**src/design/hilb3_pkg.sv**
```systemverilog
// shared types, constants and bit-level helpers for the 3-d hilbert index converter
// no dependencies; imported by every module of the block
package hilb3_pkg;

   localparam int AXIS_BITS  = 8;
   localparam int INDEX_BITS = 3 * AXIS_BITS;
   localparam int NUM_LEVELS = AXIS_BITS - 1;

   localparam logic MODE_ENCODE = 1'b0;
   localparam logic MODE_DECODE = 1'b1;

   typedef logic [AXIS_BITS-1:0]  axis_type;
   typedef logic [INDEX_BITS-1:0] index_type;
   typedef axis_type [2:0]        axis3_type;

   typedef struct packed {
      logic      mode;
      axis_type  coord_x;
      axis_type  coord_y;
      axis_type  coord_z;
      index_type curve_index;
   } req_type;

   typedef struct packed {
      index_type index_out;
      axis_type  x_out;
      axis_type  y_out;
      axis_type  z_out;
   } rsp_type;

   // what travels between the pipeline stages
   typedef struct packed {
      logic      mode;
      axis3_type v;
   } pipe_type;

   // one exchange-or-invert step on axis i at bit q
   function automatic axis3_type swap_step(axis3_type v, logic [1:0] i, axis_type q);
      axis3_type r;
      axis_type  p;
      axis_type  t;
      r = v;
      p = q - axis_type'(1);
      if ((r[i] & q) != '0) begin
         r[0] = r[0] ^ p;
      end else begin
         t    = (r[0] ^ r[i]) & p;
         r[0] = r[0] ^ t;
         r[i] = r[i] ^ t;
      end
      return r;
   endfunction

endpackage

```
**src/design/hilb3_front.sv**
```systemverilog
// input stage: de-interleaves and gray-decodes an index, or passes coordinates
// depends on hilb3_pkg
module hilb3_front import hilb3_pkg::*; (
   input  logic     clock,
   input  logic     reset,
   input  logic     load,
   input  logic     valid_in,
   input  req_type  req_in,
   output logic     valid_out,
   output pipe_type data_out
);

   logic     valid_ff;
   pipe_type data_ff;
   pipe_type data_in;
   axis3_type dv;
   axis_type  t;

   always_comb begin
      for (int k = 0; k < AXIS_BITS; k++) begin
         dv[0][k] = req_in.curve_index[3*k+2];
         dv[1][k] = req_in.curve_index[3*k+1];
         dv[2][k] = req_in.curve_index[3*k];
      end
      // gray decode across the three axis words
      t     = dv[2] >> 1;
      dv[2] = dv[2] ^ dv[1];
      dv[1] = dv[1] ^ dv[0];
      dv[0] = dv[0] ^ t;

      data_in.mode = req_in.mode;
      if (req_in.mode == MODE_DECODE) begin
         data_in.v = dv;
      end else begin
         data_in.v[0] = req_in.coord_x;
         data_in.v[1] = req_in.coord_y;
         data_in.v[2] = req_in.coord_z;
      end
   end

   always_ff @(posedge clock) begin
      if (reset) begin
         valid_ff <= 1'b0;
      end else if (load) begin
         valid_ff <= valid_in;
      end
   end

   always_ff @(posedge clock) begin
      if (load) begin
         data_ff <= data_in;
      end
   end

   assign valid_out = valid_ff;
   assign data_out  = data_ff;

endmodule

```
**src/design/hilb3_level.sv**
```systemverilog
// one bit level of the exchange/invert network, encode or decode per beat
// depends on hilb3_pkg; the level's bit masks come in as constant ports
module hilb3_level import hilb3_pkg::*; (
   input  logic     clock,
   input  logic     reset,
   input  logic     load,
   input  axis_type enc_q,
   input  axis_type dec_q,
   input  logic     valid_in,
   input  pipe_type data_in,
   output logic     valid_out,
   output pipe_type data_out
);

   logic      valid_ff;
   pipe_type  data_ff;
   pipe_type  next_in;
   axis3_type enc_v;
   axis3_type dec_v;

   always_comb begin
      // encode walks axes 0..2, decode walks them 2..0
      enc_v = swap_step(swap_step(swap_step(data_in.v, 2'd0, enc_q), 2'd1, enc_q),
                        2'd2, enc_q);
      dec_v = swap_step(swap_step(swap_step(data_in.v, 2'd2, dec_q), 2'd1, dec_q),
                        2'd0, dec_q);
      next_in.mode = data_in.mode;
      next_in.v    = (data_in.mode == MODE_DECODE) ? dec_v : enc_v;
   end

   always_ff @(posedge clock) begin
      if (reset) begin
         valid_ff <= 1'b0;
      end else if (load) begin
         valid_ff <= valid_in;
      end
   end

   always_ff @(posedge clock) begin
      if (load) begin
         data_ff <= next_in;
      end
   end

   assign valid_out = valid_ff;
   assign data_out  = data_ff;

endmodule

```
**src/design/hilb3_back.sv**
```systemverilog
// output stage: gray-encodes and interleaves the index, or hands out coordinates
// depends on hilb3_pkg
module hilb3_back import hilb3_pkg::*; (
   input  logic     clock,
   input  logic     reset,
   input  logic     load,
   input  logic     valid_in,
   input  pipe_type data_in,
   output logic     valid_out,
   output rsp_type  rsp_out
);

   logic      valid_ff;
   rsp_type   rsp_ff;
   rsp_type   rsp_in;
   axis3_type ev;
   axis_type  t;

   always_comb begin
      ev    = data_in.v;
      ev[1] = ev[1] ^ ev[0];
      ev[2] = ev[2] ^ ev[1];
      // bit j flips when an odd number of higher bits of the last word are set
      t = '0;
      for (int j = 0; j < AXIS_BITS - 1; j++) begin
         t[j] = ^(ev[2] >> (j + 1));
      end
      ev[0] = ev[0] ^ t;
      ev[1] = ev[1] ^ t;
      ev[2] = ev[2] ^ t;

      rsp_in = '0;
      if (data_in.mode == MODE_DECODE) begin
         rsp_in.x_out = data_in.v[0];
         rsp_in.y_out = data_in.v[1];
         rsp_in.z_out = data_in.v[2];
      end else begin
         for (int k = 0; k < AXIS_BITS; k++) begin
            rsp_in.index_out[3*k+2] = ev[0][k];
            rsp_in.index_out[3*k+1] = ev[1][k];
            rsp_in.index_out[3*k]   = ev[2][k];
         end
      end
   end

   always_ff @(posedge clock) begin
      if (reset) begin
         valid_ff <= 1'b0;
      end else if (load) begin
         valid_ff <= valid_in;
      end
   end

   always_ff @(posedge clock) begin
      if (load) begin
         rsp_ff <= rsp_in;
      end
   end

   assign valid_out = valid_ff;
   assign rsp_out   = rsp_ff;

endmodule

```
**src/design/hilbert_3d_index_convert.sv**
```systemverilog
// top level of the 3-d hilbert index converter: front stage, one stage per bit level,
// output stage; depends on hilb3_pkg, hilb3_front, hilb3_level and hilb3_back
//
// Usage:
//  - req channel (req_valid, req_stall, req_data) takes one beat per conversion;
//    req_data.mode picks coordinates-to-index or index-to-coordinates.
//  - rsp channel (rsp_valid, rsp_stall, rsp_data) returns one beat per request,
//    in order; the fields the mode does not produce are zero.
//  - pipeline: nine register stages (one front stage, seven bit-level stages, one
//    output stage, i.e. bit width plus one); a request passes the front, bit-level
//    and output registers in that order before rsp_valid rises for it.
//  - throughput: one beat per cycle unless rsp stalls; each bit level owns its stage.
//  - a stall on rsp holds the output register; stages behind it keep filling
//    empty slots, so req_stall rises only once every stage holds a beat.
//  - reset (synchronous) empties the pipeline; no state survives between beats.
module hilbert_3d_index_convert import hilb3_pkg::*; (
   input  logic    clock,
   input  logic    reset,
   input  logic    req_valid,
   output logic    req_stall,
   input  req_type req_data,
   output logic    rsp_valid,
   input  logic    rsp_stall,
   output rsp_type rsp_data
);

   localparam int LAST = NUM_LEVELS + 1;

   logic     valid [0:LAST];
   logic     load  [0:LAST+1];
   pipe_type data  [0:LAST-1];

   // a stage loads when empty or when the stage ahead moves
   assign load[LAST+1] = !rsp_stall;
   for (genvar s = 0; s <= LAST; s++) begin : g_load
      assign load[s] = !valid[s] || load[s+1];
   end

   assign req_stall = !load[0];

   hilb3_front u_front (
      .clock     (clock),
      .reset     (reset),
      .load      (load[0]),
      .valid_in  (req_valid),
      .req_in    (req_data),
      .valid_out (valid[0]),
      .data_out  (data[0])
   );

   for (genvar k = 1; k <= NUM_LEVELS; k++) begin : g_level
      localparam axis_type ENC_Q = axis_type'(1) << (AXIS_BITS - k);
      localparam axis_type DEC_Q = axis_type'(1) << k;

      hilb3_level u_level (
         .clock     (clock),
         .reset     (reset),
         .load      (load[k]),
         .enc_q     (ENC_Q),
         .dec_q     (DEC_Q),
         .valid_in  (valid[k-1]),
         .data_in   (data[k-1]),
         .valid_out (valid[k]),
         .data_out  (data[k])
      );
   end

   hilb3_back u_back (
      .clock     (clock),
      .reset     (reset),
      .load      (load[LAST]),
      .valid_in  (valid[LAST-1]),
      .data_in   (data[LAST-1]),
      .valid_out (valid[LAST]),
      .rsp_out   (rsp_data)
   );

   assign rsp_valid = valid[LAST];

   // an accepted beat always lands in the front stage
   a_accept_lands: assert property (@(posedge clock) disable iff (reset)
      (req_valid && !req_stall) |=> valid[0])
      else $error("accepted request beat not captured");

   // input backs up only when every stage is full behind a stalled output
   a_stall_only_full: assert property (@(posedge clock) disable iff (reset)
      req_stall |-> (rsp_valid && rsp_stall && valid[0] && valid[LAST-1]))
      else $error("request stalled while pipeline has room");

   // a response carries either an index or coordinates, never both
   a_one_kind: assert property (@(posedge clock) disable iff (reset)
      rsp_valid |-> (rsp_data.index_out == '0 ||
                     (rsp_data.x_out == '0 && rsp_data.y_out == '0 &&
                      rsp_data.z_out == '0)))
      else $error("response mixes index and coordinate fields");

endmodule
```
**config.mk**
```make
export PLATFORM = sky130hd
export DESIGN_NAME = hilbert_3d_index_convert
export DESIGN_NICKNAME = d
export VERILOG_FILES = /design/src/design/hilb3_pkg.sv /design/src/design/hilb3_front.sv /design/src/design/hilb3_level.sv /design/src/design/hilb3_back.sv /design/src/design/hilbert_3d_index_convert.sv
export SDC_FILE = /design/constraint.sdc
export NUM_CORES = 1
export LEC_CHECK = 0
export ABC_CLOCK_PERIOD_IN_PS = 2600
export BUFFER_PORTS_ARGS = -buffer_cell sky130_fd_sc_hd__clkbuf_2
export CAP_MARGIN = 20
export CELL_PAD_IN_SITES_DETAIL_PLACEMENT = 0
export CELL_PAD_IN_SITES_GLOBAL_PLACEMENT = 1
export CORE_UTILIZATION = 40
export CTS_BUF_LIST = sky130_fd_sc_hd__clkbuf_4 sky130_fd_sc_hd__clkbuf_8
export DETAILED_ROUTE_END_ITERATION = 7
export PLACE_DENSITY_LB_ADDON = 0.1
export SYNTH_ARGS = -nofsm -noshare
export SYNTH_HDL_FRONTEND = slang
export SYNTH_SLANG_ARGS = --single-unit
```
**constraint.sdc**
```tcl
create_clock -name clock -period 2.6 [get_ports clock]
set_input_delay 0.52 -clock clock [delete_from_list [all_inputs] [get_ports clock]]
set_output_delay 0.52 -clock clock [all_outputs]
set_load 0.01 [all_outputs]
```
==> out/results.tsv <==
metric	value	unit
Synth Register Bits	257	
post-synth top area share	58.4	%
WS Path Type	reg -> reg	
MaxCap Viol Count	0	
Cell Count, Final, Fillers Out	1572	
RePlAce Congestion	0.756	
status	finished clean	
Post-DRT Antenna Nets	0	
antenna violations before repair	0	
warnings from Yosys	0	
DR vias	7618	
Final Setup Violations	0	
CTS tree	done	
Crit Path Max Fanout	5	
Die Ht	181	µm
final hold vios	0	
clock buffer depth	3	
Max Fclk	408	MHz
syn avg cell area	12.3	µm²
die width	181	µm
hold crit path type	in -> reg	
Die Area	32600	µm²
nets	1195	
most common cell in the netlist	edfxtp_1	
Async S/R FF share, synth	0	%
Worst setup EP type	flop	
Post-synth EDFFs	248	
via/cell ratio	4.85	
total core area	31500	µm²
Max stage delay cell, worst path	xnor3_2	
setup bufs post-CTS	0	
CP top delay family	XOR/XNOR gates	
final core occ	46.2	%
Post-DP HPWL	17500	µm
first-pass GRT wire length	39100	µm
vias in the first global route	7848	
pre-CTS WS	0.0863	ns
Synth area leader	edfxtp_1	
Mapped Nets	1088	
relative slew slack	52.2	%
GRT Total Usage	14.9	%
crit path time final	2.45	ns
Final Power	17.0	mW
PD cells	1170	nW/µm²
arrival time worst endpoint	2.75	ns
row cnt	65	
Clock Pin Slew Worst Setup and Hold Paths	0.06	ns
Post-Syn Instances	1035	
area delta synth->final	14.0	%
reg-to-reg critical path startpoint	g_level[7].u_level.data_out[5]$_DFFE_PP_	
synth top area cells	edfxtp_1, mux2i_1, xnor2_1, mux2_2, o21ai_0	
CP startpoint kind	flop	
Antenna diodes	0	
CTS resizes	1	
final setup margin	0.150	ns
DRC	0	
Hold Buf Count CTS	0	
slowest cell delay on critical path	0.52	ns
Pre-antenna DRT Iters	4	
layout cells sized above 1	22.0	%
root cell of the clock tree	clkbuf_8	
PortBufs	102	
total gr overflow	0	
io pins	103	
Post-synth top cells	edfxtp_1, nand2_1, mux2i_1	
DR iter-0 viols	384	
fill count	2874	
Placed Cells	1497	
final setup skew	0.0313	ns
sequential fraction of the synthesis area	59.8	%
hold wc startpoint	req_valid	
H-tree depth	2	
CP Cell Sequence	xor2_1 -> xor3_1 -> xnor3_2 -> xnor2_4 -> mux2_2	
Worst-Margin Slew	0.717	ns
worst path required time	2.90	ns
VDD IR max	0.000731	V
CP Buf/Inv Count	0	
RSZ-0062 raised after global routing	no	
Worst Setup SP	g_level[7].u_level.data_out[5]$_DFFE_PP_	
final wirelength	23900	µm
starting density of the core	40.5	%
Slew Viols, Final	0	
distinct cell type count after synthesis	41	
Synth Cell Area	12700	µm²
total CTS buffers	45	
Avg WL per Cell	15.2	µm
Clock Sinks	257	
largest net degree at the start of global routing	49	
Clock Latency Late Sink	0.55	ns
static leakage	5.93	nW
top_reg_cell synth	edfxtp_1	
period utilization	94.2	%
==> through the flow <==
| stage | TNS (ns) | area, µm² | hold slack (ns) |
|---|---|---|---|
| 2_1_floorplan | -0.180 | 12800 | 0.400 |
| 3_3_place_gp | 0 | 13700 | 0.401 |
| 3_5_place_dp | 0 | 13700 | 0.405 |
| 4_1_cts | 0 | 14500 | 0.154 |
| 5_1_grt | 0 | 14500 | 0.158 |
| 6_report | 0 | 14500 | 0.194 |
==> cells in the final DEF, fill, tap and decap left out, drive strengths merged, types with 2 or more instances in the layout <==
cell    instances
a21boi          2
o31ai           3
or2             5
clkinv         11
nor3b           2
clkbuf        163
xnor3           6
mux2           48
buf            24
nand2         103
o21ai          97
nor2           60
xnor2          85
dfxtp           9
nor2b          19
o211ai          9
nand2b         16
a21o            2
nand3           4
inv            47
xor2           20
a21oi          44
mux2i          99
a211oi          2
edfxtp        248
xor3            2
a31oi           5
a221o           3
and2           25
==> registers in the layout, summed over array words and instances, names as in the netlist <==
name,flops
u_front.data_out,25
u_front.valid_out,1
g_level.u_level.valid_out,7
u_back.valid_out,1
u_back.rsp_out,48
g_level.u_level.data_out,175
==> area by class of cell <==
| type | instances | area (µm²) | area share [%] |
|---|---|---|---|
| multi-input combinational | 667 | 4710 | 32.4 |
| timing repair buffer | 126 | 691 | 4.75 |
| clock buffer | 61 | 746 | 5.13 |
| sequential | 257 | 7630 | 52.5 |
| clock inverter | 14 | 92.6 | 0.637 |
| inverter | 45 | 169 | 1.16 |
| tap | 402 | 503 | 3.46 |
==> final timing paths <==
kind | depth (start not counted) | slack [ns] | endpoint
setup / recovery | 5 | 0.15 | u_back.rsp_out[31]$_SDFFCE_PP0P_
hold / removal | 3 | 0.19 | u_front.valid_out$_SDFFE_PP0P_
setup reg to reg | 5 | 0.15 | u_back.rsp_out[31]$_SDFFCE_PP0P_
hold reg to reg | 0 | 0.41 | g_level[4].u_level.data_out[14]$_DFFE_PP_
==> metal layers <==
metal | wire [µm] | up-vias | share of wire (%) | GRT usage, %
li1 | - | 3878 | - | -
met1 | 9900 | 3587 | 41 | 16.7
met2 | 12700 | 110 | 53 | 28.2
met3 | 797 | 43 | 3.3 | 2.63
met4 | 536 | 0 | 2.2 | 5.20
met5 | 0 | - | 0 | 0
==> cell families after synthesis <==
family	share of synthesized area, %
compound gates	7.19
xor+xnor	9.18
simple gates	8.47
mux	12.0
flops	59.8
buf+inv	3.33
==> worst register-to-register path, cell delays in order, from the launching register on <==
cell	delay [ns]
edfxtp_1	0.40
xor2_1	0.26
xor3_1	0.43
xnor3_2	0.52
xnor2_4	0.25
mux2_2	0.35
==> power by group <==
| part | switching, mW | internal [mW] | total [mW] | leakage, nW |
|---|---|---|---|---|
| Sequential | 1.00 | 6.14 | 7.14 | 2.77 |
| Combinational | 2.79 | 3.60 | 6.40 | 2.72 |
| Clock | 1.55 | 1.95 | 3.49 | 0.444 |
| Total | 5.34 | 11.7 | 17.0 | 5.93 |
(Power assumes the default switching activity.)
